### src/hw/rtl/dual_ring_message_queue_round_robin_defines.svh
// Assertion helpers shared by the queue RTL.
// Every check is clocked on i_clk and switched off while i_rst_n is low.
`ifndef DUAL_RING_MESSAGE_QUEUE_ROUND_ROBIN_DEFINES_SVH
`define DUAL_RING_MESSAGE_QUEUE_ROUND_ROBIN_DEFINES_SVH

// Consequent must hold in the same cycle as the antecedent
`define DRMQ_ASSERT_SAME(lbl, ante, cons, msg) \
    lbl: assert property (@(posedge i_clk) disable iff (!i_rst_n) (ante) |-> (cons)) \
        else $error(msg);

// Consequent must hold in the cycle after the antecedent
`define DRMQ_ASSERT_NEXT(lbl, ante, cons, msg) \
    lbl: assert property (@(posedge i_clk) disable iff (!i_rst_n) (ante) |=> (cons)) \
        else $error(msg);

`endif

### src/hw/rtl/drmq_pkg.sv
package drmq_pkg;

    // Sizes
    localparam int RING_DEPTH  = 4096;
    localparam int MAX_MESSAGE = 64;
    localparam int QUEUE_DEPTH = 2;

    localparam int PTR_W    = $clog2(RING_DEPTH);
    localparam int SZ_W     = PTR_W + 1;
    localparam int STORE_AW = PTR_W + 1;
    localparam int CFG_W    = 13;
    localparam int CNT_W    = 13;
    localparam int BUF_AW   = $clog2(MAX_MESSAGE);
    localparam int LEN_W    = $clog2(MAX_MESSAGE + 2);
    localparam int QUEUE_AW = $clog2(QUEUE_DEPTH);
    localparam int QCNT_W   = $clog2(QUEUE_DEPTH + 1);

    localparam logic [CNT_W-1:0] COUNT_MAX   = {CNT_W{1'b1}};
    localparam logic [CFG_W-1:0] RING_SIZE_RESET = CFG_W'(4096);

    // Characters
    localparam logic [7:0] TERM_CHAR = 8'h24;
    localparam logic [7:0] TAG_ZERO  = 8'h30;
    localparam logic [7:0] NUL_CHAR  = 8'h00;

    // Request kinds
    localparam logic REQ_PUSH = 1'b0;
    localparam logic REQ_POP  = 1'b1;

    // Command passed from front to back
    typedef struct packed {
        logic       is_pop;
        logic       chan;
        logic [7:0] data;
    } t_cmd;

    typedef enum logic [2:0] {
        ST_IDLE,
        ST_SCAN,
        ST_EMIT_RD,
        ST_EMIT_WR,
        ST_SINGLE
    } t_back_state;

    // Clamp the configured ring size to 1..RING_DEPTH
    function automatic logic [SZ_W-1:0] size_in_effect(input logic [CFG_W-1:0] cfg);
        logic [31:0] c;
        c = 32'(cfg);
        if (c == 32'd0) begin
            c = 32'd1;
        end
        if (c > 32'(RING_DEPTH)) begin
            c = 32'(RING_DEPTH);
        end
        return c[SZ_W-1:0];
    endfunction

    // Step a ring pointer, wrapping at the size in effect
    function automatic logic [PTR_W-1:0] ptr_advance(input logic [PTR_W-1:0] p,
                                                     input logic [SZ_W-1:0]  s);
        logic [SZ_W-1:0] nx;
        nx = {1'b0, p} + 1'b1;
        return (nx >= s) ? '0 : nx[PTR_W-1:0];
    endfunction

endpackage

### src/hw/rtl/drmq_front.sv
`include "dual_ring_message_queue_round_robin_defines.svh"

module drmq_front
    import drmq_pkg::*;
(
    input  logic       i_clk,
    input  logic       i_rst_n,
    input  logic       i_s_tvalid,
    output logic       o_s_tready,
    input  logic [7:0] i_s_tdata,
    input  logic [0:0] i_s_tuser,
    output logic       o_cmd_valid,
    output t_cmd       o_cmd,
    input  logic       i_cmd_ready
);

    logic                r_expect_tag;
    logic                n_expect_tag;
    logic                r_tag_chan;
    logic                n_tag_chan;
    t_cmd                r_q [QUEUE_DEPTH];
    logic [QUEUE_AW-1:0] r_wp;
    logic [QUEUE_AW-1:0] r_rp;
    logic [QCNT_W-1:0]   r_cnt;
    logic                in_take;
    logic                enq;
    logic                deq;
    t_cmd                enq_cmd;

    assign o_s_tready = (r_cnt != QCNT_W'(QUEUE_DEPTH));
    assign in_take    = i_s_tvalid && o_s_tready;

    // Classify: drop nul bytes, absorb tags, queue payload pushes and pops
    always_comb begin
        enq          = 1'b0;
        n_expect_tag = r_expect_tag;
        n_tag_chan   = r_tag_chan;
        enq_cmd      = '{is_pop: i_s_tuser[0], chan: r_tag_chan, data: i_s_tdata};
        if (in_take) begin
            if (i_s_tuser[0] == REQ_POP) begin
                enq = 1'b1;
            end else if (i_s_tdata != NUL_CHAR) begin
                if (r_expect_tag) begin
                    n_tag_chan   = (i_s_tdata != TAG_ZERO);
                    n_expect_tag = 1'b0;
                end else begin
                    enq = 1'b1;
                    if (i_s_tdata == TERM_CHAR) begin
                        n_expect_tag = 1'b1;
                    end
                end
            end
        end
    end

    assign o_cmd_valid = (r_cnt != '0);
    assign o_cmd       = r_q[r_rp];
    assign deq         = o_cmd_valid && i_cmd_ready;

    // Tag state and queue pointers
    always_ff @(posedge i_clk) begin
        if (!i_rst_n) begin
            r_expect_tag <= 1'b1;
            r_tag_chan   <= 1'b0;
            r_wp         <= '0;
            r_rp         <= '0;
            r_cnt        <= '0;
        end else begin
            r_expect_tag <= n_expect_tag;
            r_tag_chan   <= n_tag_chan;
            if (enq) begin
                r_wp <= QUEUE_AW'(r_wp + 1'b1);
            end
            if (deq) begin
                r_rp <= QUEUE_AW'(r_rp + 1'b1);
            end
            if (enq && !deq) begin
                r_cnt <= QCNT_W'(r_cnt + 1'b1);
            end else if (deq && !enq) begin
                r_cnt <= QCNT_W'(r_cnt - 1'b1);
            end
        end
    end

    // Queue payload
    always_ff @(posedge i_clk) begin
        if (enq) begin
            r_q[r_wp] <= enq_cmd;
        end
    end

    `DRMQ_ASSERT_SAME(a_queue_bound, 1'b1, r_cnt <= QCNT_W'(QUEUE_DEPTH), "queue over-filled")
    `DRMQ_ASSERT_NEXT(a_tag_absorbed, in_take && r_expect_tag && i_s_tuser[0] == REQ_PUSH && i_s_tdata != NUL_CHAR, !r_expect_tag && r_tag_chan == $past(i_s_tdata != TAG_ZERO), "tag not taken")

endmodule

### config.mk
export PLATFORM = sky130hd
export DESIGN_NAME = drmq_front
export DESIGN_NICKNAME = d
export VERILOG_FILES = /design/src/hw/rtl/drmq_pkg.sv /design/src/hw/rtl/drmq_front.sv
export VERILOG_INCLUDE_DIRS = /design/src /design/src/hw/rtl
export SDC_FILE = /design/constraint.sdc
export NUM_CORES = 1
export LEC_CHECK = 0
export BUFFER_PORTS_ARGS = -buffer_cell sky130_fd_sc_hd__buf_2
export CORE_MARGIN = 2
export CORE_UTILIZATION = 40
export DETAILED_ROUTE_END_ITERATION = 8
export MAX_ROUTING_LAYER = met4
export SYNTH_ARGS = -nofsm -noshare
export SYNTH_HDL_FRONTEND = slang
export SYNTH_SLANG_ARGS = --single-unit
### constraint.sdc
create_clock -name i_clk -period 2.52 [get_ports i_clk]
set_input_delay 0 -clock i_clk [delete_from_list [all_inputs] [get_ports i_clk]]
set_output_delay 0 -clock i_clk [all_outputs]
set_load 0.01 [all_outputs]
* Word level (Yosys, flattened, before mapping)
Memory sizes are Yosys's and may differ from the RTL's. A register that Yosys moved wholly into a read port is not among the register bits.
Cells that the tools add are included.
** Storage, ports and cells
- Bits in registers :: 6
- Bits in writable memories :: 20
- Bits of input ports :: 13
- Memories kept :: 1
** Memory list
- r_q :: depth 2, bits a word 10, rd ports 1, clocked after Yosys merged registers in 1, wr ports 1, RTL line drmq_front.sv:21 : t_cmd r_q [QUEUE_DEPTH];
** Cells by class
- Add/subtract/negate cells :: 4
- Eq/ne operators :: 3
- Muxes and demuxes :: 12
- Bitwise logic cells :: 1
- Reductions and logical operators :: 11
** Operator list (count)
- two-way mux 1 bit :: 10
- == test 8 x 6 -> 1 bit (second input constant) :: 1
- inequality test 8 x 6 -> 1 bit (second input constant) :: 1
- nonzero test 8 bit :: 1
- logical AND 1 bit :: 4
- two-way mux 2 bit :: 2
- AND reduction 4 bit :: 1
- nonzero test 2 bit :: 2
- AND reduction 3 bit :: 1
- adder 1 bit (second input constant) :: 2
- adder 2 x 1 -> 2 bit (second input constant) :: 1
- zero test 1 bit :: 2
- inequality test 2 bit (second input constant) :: 1
- subtractor 2 x 1 -> 2 bit (second input constant) :: 1
- inverter 1 bit :: 1

* Longest topological paths before layout
Gate-level depths: netlist of the first run.
- Depth after elaboration :: 8
- Mapped depth :: 8
- Depth with buffers taken out :: 8

* Worst setup path after synthesis of the first run
No wires, ideal clock.
- Path kind :: reg-to-reg
- Start point :: reg r_cnt[0]
- End point :: mem r_q[0][0] (netlist bit) (enable)
- Data arrival time :: 1.470 ns
- Setup slack :: 0.658 ns
- Stages on the path, launching flop included :: 4
- Clock period less this slack :: 1.862 ns
- Path through :: dfxtp_1 -> nand2b_2 -> nand2_1 -> nor3b_1
** On the way
- Longest elaborated chain between the ends :: 5
** RTL lines
- from (decl) :: RTL line drmq_front.sv:24 : logic [QCNT_W-1:0] r_cnt;
- from (signal assigned) :: RTL line drmq_front.sv:78 : r_cnt <= QCNT_W'(r_cnt + 1'b1);
- from (signal assigned) :: RTL line drmq_front.sv:80 : r_cnt <= QCNT_W'(r_cnt - 1'b1);
- inequality test 2 bit :: RTL line drmq_front.sv:30 : assign o_s_tready = (r_cnt != QCNT_W'(QUEUE_DEPTH));
- net o_s_tready :: RTL line drmq_front.sv:9 : output logic o_s_tready,
- logical AND 1 bit :: RTL line drmq_front.sv:31 : assign in_take = i_s_tvalid && o_s_tready;
- two-way mux 1 bit :: RTL line drmq_front.sv:39 : if (in_take) begin
- two-way mux 1 bit :: RTL line drmq_front.sv:87 : if (enq) begin
- two-way mux 1 bit (not written as such) :: RTL line drmq_front.sv:88 : r_q[r_wp] <= enq_cmd;
- to (decl) :: RTL line drmq_front.sv:21
The timed path passes the listed nets, and every way through them passes these cells.

* Worst setup path after layout of the first run
- Start point :: in i_s_tdata[1]
- End point :: reg r_cnt[1]
** On the way
- Longest elaborated chain between the ends :: 7
** RTL lines
- from (decl) :: RTL line drmq_front.sv:10 : input logic [7:0] i_s_tdata,
- nonzero test 8 bit (*) :: RTL line drmq_front.sv:42 : end else if (i_s_tdata != NUL_CHAR) begin
- two-way mux 1 bit (*) :: RTL line drmq_front.sv:42
- two-way mux 1 bit (*) :: RTL line drmq_front.sv:40 : if (i_s_tuser[0] == REQ_POP) begin
- two-way mux 1 bit (*) :: RTL line drmq_front.sv:39
- net enq :: RTL line drmq_front.sv:26 : logic enq;
- zero test 1 bit :: RTL line drmq_front.sv:79 : end else if (deq && !enq) begin
- logical AND 1 bit :: RTL line drmq_front.sv:79
- nonzero test 2 bit (no source line)
Mark *: on every way through the listed nets, which the timed path passes. The rest lies on a longest branch.
A chain may end at the register's enable or synchronous reset.

==> results of run 1 <==
power groups by stage:
stage / combinational (mW) / sequential (mW) / clock [mW]
2_1_floorplan: 0.275 / 0.599 / 0
3_3_place_gp: 0.364 / 0.632 / 0
3_5_place_dp: 0.369 / 0.636 / 0
4_1_cts: 0.384 / 0.626 / 0.196
5_1_grt: 0.418 / 0.636 / 0.214
6_report: 0.379 / 0.625 / 0.189
cell families (layout without fill, tap and decap cells):
kind of cell,count (synthesis),after routing,share of synthesized area [%]
adders and majority gates,1,1,1.09
buffers and inverters,3,40,1.09
xor gates and xnor gates,3,3,2.30
and+or+nand+nor,26,26,16.3
AOI/OAI and AO/OA,7,7,4.60
muxes,10,10,9.85
DFF,27,27,64.8
worst paths after layout:
check	from	endpoint	slack [ns]	depth (start not counted)
setup reg to reg	r_cnt[0]	r_cnt[1]	0.68	6
hold / removal	i_s_tvalid	r_wp	0.1	4
hold reg to reg	r_tag_chan	r_q[0][8]	0.48	0
setup / recovery	i_s_tdata[1]	r_cnt[1]	0.43	9
stage by stage:
| step | util (%) | total power [mW] | cells | area (um^2) | hold slack, ns |
|---|---|---|---|---|---|
| detailed placement | 47.6 | 1.01 | 131 | 1300 | 0.217 |
| floorplan | - | 0.875 | 77 | 1140 | 0.0989 |
| global placement | 47.6 | 0.996 | 131 | 1300 | 0.209 |
| global route | 52.4 | 1.27 | 145 | 1430 | 0.118 |
| finish | 52.4 | 1.19 | 145 | 1430 | 0.0971 |
| CTS | 52.4 | 1.21 | 145 | 1430 | 0.0957 |
critical path: stages:
cell and delay, ns:
dlygate4sd3_1 0.53, buf_2 0.15, nor4_4 0.30, and3_4 0.26
o21ai_1 0.08, and2_1 0.17, ha_1 0.32, or3_1 0.37
a21boi_0 0.16
layout make-up:
class | count | share of cell area (%)
clock buffer | 3 | 1.57
clock inverter | 1 | 0.524
inverter | 1 | 0.262
multi-input combinational | 47 | 27.3
sequential | 27 | 51.7
tap | 31 | 2.71
timing repair buffer | 35 | 15.9
state kept, by name, summed over array words and instances (netlist names), named ones only:
signal and count:
r_q 20, r_cnt 2, r_expect_tag 1, r_rp 1, r_tag_chan 1, r_wp 1
metal layers:
layer / part of all wire, % / GRT usage [%] / up-vias
met1: 46 / 17.3 / 359
met5: 0 / - / -
met4: 0.83 / 2.99 / 0
li1: - / - / 372
met2: 48 / 21.4 / 18
met3: 4.8 / 4.31 / 2
layout by cell type (no fill, tap or decap), types with 3 or more instances in the layout:
| cell | Yosys | final |
|---|---|---|
| and2_1 | 5 | 5 |
| buf_2 | 1 | 24 |
| clkbuf_4 | 0 | 3 |
| dfxtp_1 | 7 | 7 |
| dlygate4sd3_1 | 0 | 10 |
| edfxtp_1 | 20 | 20 |
| mux2_2 | 10 | 10 |
| nor2_1 | 3 | 3 |
==> reports/results.tsv, run 1 <==
stage	metric	value	unit
status	status	complete, no violations	
power	Gate power share	31.8	%
worst_hold_path	Hold Crit Class	primary input to flip-flop	
detailed_routing	DRT iter0 DRCs	4	
detailed_routing	Pre-Repair DR Iteration Count	4	
synthesis	Post-synth top cells	edfxtp_1, mux2_2, dfxtp_1, and2_1, nor2_1	
power	pwr/cell area	833	mW/mm^2
sta	Fin. Hold Viols	0	
detailed_routing	via/cell ratio	5.18	
synthesis	Ys Warns	0	
layout	Reg area	741	um^2
layout	Synth-to-Final Area Change	25.2	%
sta	final worst slack	0.432	ns
floorplan	core region area	0.00273	mm^2
detailed_routing	routed wire length	2060	um
detailed_routing	routed length per instance	14.2	um
synthesis	top cell type's share of synthesized area	52.5	%
power	Leak	0.527	nW
job	max cap viols	0	
worst_setup_path	critical path required time	2.77	ns
global_route	initial antenna violation count	0	
clocking	setup repair bufs after CTS	0	
power	P_sw	0.366	mW
power	Int Power	0.826	mW
synthesis	area leader, netlist	edfxtp_1	
layout	# diodes	0	
floorplan	initial core utilization	41.8	%
synthesis	Synth Instances	77	
placement	port bufs	24	
global_route	GR Util All Layers	13.6	%
power	Max VDD drop	0.000615	V
floorplan	# rows	19	
synthesis	most frequent cell after synthesis	edfxtp_1	
worst_setup_path	critical path data arrival time	2.34	ns
detailed_routing	via count	751	
sta	setup tns final	0	ns
clocking	root buffer cell	clkbuf_4	
clocking	Resized Gates After CTS	0	
sta	unrepaired setup endpoints after global routing	no	
sta	Max-slew headroom	64.7	%
synthesis	Seq/Total Area, Yosys	64.8	%
sta	Least-Margin Pin Slew	0.530	ns
synthesis	Mapped Nets	91	
synthesis	Synth area leaders	edfxtp_1, dfxtp_1, mux2_2, and2_1, nor4_4	
sta	Pins Over Slew Limit	0	
clocking	clock latency on the worst-skew pair	0.33	ns
clocking	CTS tree	yes	
power	Clk network pwr share	15.8	%
clocking	total clock sinks	27	
sta	fmax	479	MHz
layout	Filler cells	254	
layout	multi-input logic area	390	um^2
global_route	pin count of the biggest net entering global routing	17	
detailed_routing	DRT antenna net count	0	
floorplan	Die W	57.5	um
placement	routability cong.	0.663	
worst_setup_path	Crit Path Max Fanout	5	
floorplan	Top-Level Pins	25	
global_route	vias in the first global route	707	
synthesis	Post-synth EDFFs	20	
sta	Fin Clk Skew	0.0142	ns
synthesis	Seq cells post-synth	27	
sta	Final setup viols	0	
global_route	grt ovf	0	
worst_setup_path	WS Path Type	primary input to flip-flop	
sta	Final Cycle Share	82.8	%
clocking	Reg clk slew, reported paths	0.13	ns
sta	min Tclk post-route	2.09	ns
clocking	CTS Buffer Depth	2	
placement	post-DP HPWL	1410	um
clocking	CTS HTree Levels	1	
worst_setup_path	CP Launch Type	primary input	
layout	layout cells sized above 1	38.6	%
floorplan	Die H	57.5	um
synthesis	mapped cell area	0.00114	mm^2
power	Sw Ratio	30.7	%
synthesis	top_reg_cell synth	edfxtp_1	
synthesis	Post-synth ARST share	0	%
global_route	first-pass GRT wire length	3250	um
layout	Final #Nets	129	
power	proportion of power drawn by flip-flops and latches	52.4	%
synthesis	syn_area_per_cell	14.9	um^2
clocking	Num CTS Buffers	3	
worst_setup_path	endpoint type of the worst setup path	flip-flop	
placement	Post-Place Setup Slack	0.643	ns
synthesis	Synth cell types	32	
clocking	Hold-fix buffers, CTS	10	
detailed_routing	DRC violations left	0	
floorplan	die area	0.00330	mm^2
Note: power is estimated with default switching activity, not from simulation.
==> inputs of run 2 (changes only) <==
- clock period: 2.52 -> 1.9 ns (I/O delays scaled with it)
==> reports/results.tsv, run 2 (synthesis results as in run 1) <==
stage	metric	value	unit
worst_setup_path	FF-to-FF Start	r_cnt[0]	
worst_setup_path	critical path required time	2.17	ns
worst_setup_path	CP Launch Type	primary input	
worst_hold_path	hold worst-path end	r_expect_tag	
sta	Hold Slack	0.0246	ns
status	status	complete, no violations	
layout	Final Instance Count excl. Fillers	146	
floorplan	Die W	57.5	um
sta	Final Cycle Share	95.0	%
placement	post-DP HPWL	1450	um
global_route	first-pass GRT wire length	3520	um
sta	Pins Over Slew Limit	0	
placement	port bufs	24	
power	pwr/cell area	1090	mW/mm^2
global_route	grt ovf	0	
floorplan	core region area	0.00273	mm^2
layout	biggest regs	r_q x20, r_cnt x2	
detailed_routing	DRT antenna net count	0	
layout	commonest non-fill, non-tap cells in the layout	buf_2, edfxtp_1, mux2_2, dlygate4sd3_1, dfxtp_1	
sta	min Tclk post-route	1.81	ns
clocking	Num CTS Buffers	3	
floorplan	Die H	57.5	um
layout	Final #Nets	130	
layout	Reg with most FFs	r_q	
floorplan	Top-Level Pins	25	
detailed_routing	Pre-Repair DR Iteration Count	2	
global_route	initial antenna violation count	0	
worst_setup_path	critical path data arrival time	2.07	ns
sta	final worst slack	0.0941	ns
layout	max FFs per register	20	
worst_hold_path	WHS Path Cells	3	
layout	most common cell after layout, fill and taps aside	buf_2	
sta	unrepaired setup endpoints after global routing	no	
layout	# diodes	0	
floorplan	# rows	19	
worst_setup_path	Crit Path Max Fanout	5	
sta	Least-Margin Pin Slew	0.458	ns
job	max cap viols	0	
worst_setup_path	CP max-delay cell	dlygate4sd3_1	
layout	layout cells sized above 1	39.1	%
power	Max VDD drop	0.000728	V
worst_hold_path	Hold Crit Class	primary input to flip-flop	
global_route	pin count of the biggest net entering global routing	16	
placement	Post-Place Setup Slack	0.0360	ns
detailed_routing	routed wire length	2120	um
detailed_routing	via count	763	
floorplan	initial core utilization	41.8	%
clocking	setup repair bufs after CTS	0	
placement	routability cong.	0.682	
worst_setup_path	crit path buf inv count	2	
clocking	CTS HTree Levels	1	
sta	Final setup viols	0	
worst_setup_path	endpoint type of the worst setup path	flip-flop	
worst_hold_path	startpoint of the worst hold path	i_s_tdata[2]	
power	total power	1.57	mW
global_route	GR Util All Layers	14.8	%
placement	Post-DP Area	0.00131	mm^2
floorplan	die area	0.00330	mm^2
worst_setup_path	Reg2Reg Setup Slack	0.12	ns
detailed_routing	routed length per instance	14.5	um
detailed_routing	via/cell ratio	5.23	
detailed_routing	DRT iter0 DRCs	8	
clocking	clock latency on the worst-skew pair	0.32	ns
placement	# placed instances	132	
sta	Fin Clk Skew	0.0115	ns
sta	setup tns final	0	ns
sta	fmax	554	MHz
layout	Synth-to-Final Area Change	25.6	%
global_route	vias in the first global route	777	
clocking	root buffer cell	clkbuf_4	
worst_setup_path	reg2reg end	r_cnt[1]	
detailed_routing	DRC violations left	0	
clocking	CTS Buffer Depth	2	
worst_setup_path	CP max stage delay	0.54	ns
sta	Max-slew headroom	69.4	%
power	Leak	0.537	nW
worst_setup_path	Crit path max-delay family	simple AND/OR/NAND/NOR gates	
clocking	CTS tree	yes	
worst_setup_path	WS Path Type	primary input to flip-flop	
worst_setup_path	Register-to-Register Path Depth	6	
clocking	Reg clk slew, reported paths	0.14	ns
layout	Final Cell Area	0.00144	mm^2
clocking	total clock sinks	27	
sta	Fin. Hold Viols	0	
layout	Core Util, Final	52.5	%
worst_setup_path	crit-path cells	dlygate4sd3_1, buf_2, nor2_1, and3_4, o21ai_1, and2_1, ha_1, or3_1, a21boi_1	
## run 2: layout make-up
class                      instances  area [um^2]
clock buffer                       3         22.5
clock inverter                     1         5.00
fill                             240         1300
inverter                           1         3.75
multi-input combinational         47          390
sequential                        27          741
tap                               31         38.8
timing repair buffer              36          235
## run 2: tightest hold or removal path, stage by stage
cell and delay [ns]:
buf_2 0.13, nand3b_1 0.09, o211ai_1 0.08
## run 2: metal layers
metal | global-route usage, % | vias to the layer above | routed length, um
li1 | - | 373 | -
met1 | 17.6 | 369 | 943
met2 | 24.0 | 17 | 1050
met3 | 2.72 | 4 | 79
met4 | 6.98 | 0 | 46
met5 | - | - | 0
## run 2: how the worst max path moves through the flow
| stage | endpoint | cells after the start | startpoint |
|---|---|---|---|
| 6_report | r_cnt[1] | 9 | i_s_tdata[5] |
| 5_1_grt | r_cnt[1] | 9 | i_s_tdata[5] |
| 4_1_cts | r_cnt[1] | 6 | r_cnt[0] |
| 3_5_place_dp | r_cnt[1] | 8 | i_s_tdata[1] |
| 3_3_place_gp | r_cnt[1] | 8 | i_s_tdata[1] |
| 2_1_floorplan | r_q[0][0] | 3 | r_cnt[0] |
## run 2: where the power goes
group          leakage [nW]  total, mW  switching, mW  internal, mW
Sequential            0.242      0.825         0.0821         0.743
Combinational         0.277      0.508          0.232         0.276
Clock                0.0177      0.238          0.159        0.0788
## run 2: repair_timing
item                                   CTS  global route
endpoints found under the hold margin   22             0
resized for setup                        0             1
setup endpoints to repair                0             1
hold buffers                            10             0
==> inputs of run 3 (changes only) <==
- CORE_MARGIN: 2 -> default
- REMOVE_ABC_BUFFERS: default -> 1
==> reports/results.tsv, run 3 (synthesis results as in run 1) <==
stage	metric	value	unit
status	status	complete, no violations	
layout	max FFs per register	20	
sta	Least-Margin Pin Slew	0.470	ns
floorplan	initial core utilization	41.8	%
detailed_routing	DRC violations left	0	
sta	setup tns final	0	ns
clocking	setup repair bufs after CTS	0	
worst_setup_path	critical path data arrival time	2.04	ns
power	pwr/cell area	1100	mW/mm^2
clocking	Num CTS Buffers	3	
sta	Fin. Hold Viols	0	
power	Max VDD drop	0.000757	V
layout	layout cells sized above 1	40.9	%
layout	Final #Nets	130	
sta	final worst slack	0.119	ns
detailed_routing	via count	757	
placement	port bufs	24	
job	max cap viols	0	
worst_setup_path	Crit Path Max Fanout	5	
worst_setup_path	Reg2Reg Setup Slack	0.14	ns
layout	biggest regs	r_q x20, r_cnt x2	
sta	Pins Over Slew Limit	0	
worst_setup_path	WS Path Type	primary input to flip-flop	
worst_setup_path	CP max stage delay	0.55	ns
worst_setup_path	critical path required time	2.16	ns
floorplan	Die W	55.5	um
sta	Fin Clk Skew	0.00221	ns
clocking	clock latency on the worst-skew pair	0.31	ns
sta	Final setup viols	0	
worst_setup_path	CP Launch Type	primary input	
clocking	CTS HTree Levels	1	
detailed_routing	DRT antenna net count	0	
worst_setup_path	endpoint type of the worst setup path	flip-flop	
power	total power	1.59	mW
placement	routability cong.	0.788	
global_route	vias in the first global route	778	
layout	Synth-to-Final Area Change	27.0	%
worst_hold_path	Hold Crit Class	primary input to flip-flop	
power	Leak	0.536	nW
detailed_routing	via/cell ratio	5.18	
layout	most common cell after layout, fill and taps aside	buf_2	
worst_setup_path	crit-path cells	dlygate4sd3_1, buf_2, nor2_1, and3_4, o21ai_1, and2_1, ha_4, or3_1, a21boi_1	
sta	unrepaired setup endpoints after global routing	no	
clocking	root buffer cell	clkbuf_4	
layout	Reg with most FFs	r_q	
detailed_routing	DRT iter0 DRCs	2	
placement	Post-Place Setup Slack	0.0279	ns
sta	Max-slew headroom	68.6	%
global_route	first-pass GRT wire length	3390	um
layout	Core Util, Final	53.1	%
clocking	CTS tree	yes	
worst_setup_path	CP max-delay cell	dlygate4sd3_1	
global_route	initial antenna violation count	0	
sta	min Tclk post-route	1.78	ns
layout	commonest non-fill, non-tap cells in the layout	buf_2, edfxtp_1, mux2_2, dlygate4sd3_1, dfxtp_1	
placement	post-DP HPWL	1350	um
floorplan	die area	0.00308	mm^2
clocking	CTS Buffer Depth	2	
global_route	GR Util All Layers	15.1	%
floorplan	core region area	0.00273	mm^2
global_route	pin count of the biggest net entering global routing	15	
detailed_routing	routed length per instance	14.1	um
sta	Final Cycle Share	93.7	%
floorplan	Die H	55.5	um
layout	# diodes	0	
clocking	Reg clk slew, reported paths	0.13	ns
global_route	grt ovf	0	
clocking	total clock sinks	27	
floorplan	Top-Level Pins	25	
floorplan	# rows	19	
sta	fmax	561	MHz
detailed_routing	routed wire length	2060	um
detailed_routing	Pre-Repair DR Iteration Count	2	
sta	Hold Slack	0.0268	ns
## run 3: cell types whose count changed in the layout (fill, tap and decap cells not counted), sizes merged
cell	change
clkbuf	+1
clkinv	-1
## run 3: worst paths after layout
check	from	end	cells after the start
worst max-delay path	i_s_tdata[4]	r_cnt[1]	9
worst min-delay path	i_s_tdata[2]	r_expect_tag	3
worst max register to register	r_cnt[0]	r_cnt[1]	6
worst min register to register	r_tag_chan	r_q[1][8]	0
## run 3: metrics by stage
stage | cells | area (um^2)
after floorplan | 75 | 1130
after global placement | 132 | 1310
after detailed placement | 132 | 1310
after CTS | 146 | 1440
after global routing | 146 | 1450
final | 146 | 1450
## run 3: critical path: cells and delay by family
family | cells | cell delay (ns)
AND/OR/NAND/NOR | 4 | 0.87
buffers and inverters | 2 | 0.71
AO/OA/AOI/OAI | 2 | 0.21
adder cells (fa/ha/maj) | 1 | 0.25
## run 3: layer usage
metal | track usage (%) | vias up | wire length, um
li1 | - | 373 | -
met1 | 18.0 | 362 | 943
met2 | 23.9 | 18 | 1010
met3 | 3.51 | 4 | 83
met4 | 7.86 | 0 | 27
met5 | - | - | 0
## run 3: timing repair
action / CTS / global route
endpoints found under the hold margin: 21 / 0
hold buffers: 10 / 0
resized for setup: 0 / 5
setup endpoints to repair: 0 / 1
## run 3: cell type report
type / count / area (um^2)
Timing Repair Buffer: 36 / 235
Fill cell: 239 / 1280
Tap cell: 31 / 38.8
Multi-Input combinational cell: 47 / 404
Clock buffer: 4 / 26.3
Inverter: 1 / 3.75
Sequential cell: 27 / 744
## run 3: where the power goes
group	total (mW)	internal, mW	switching [mW]
clock	0.235	0.0819	0.153
sequential	0.831	0.747	0.0842
combinational	0.527	0.288	0.239
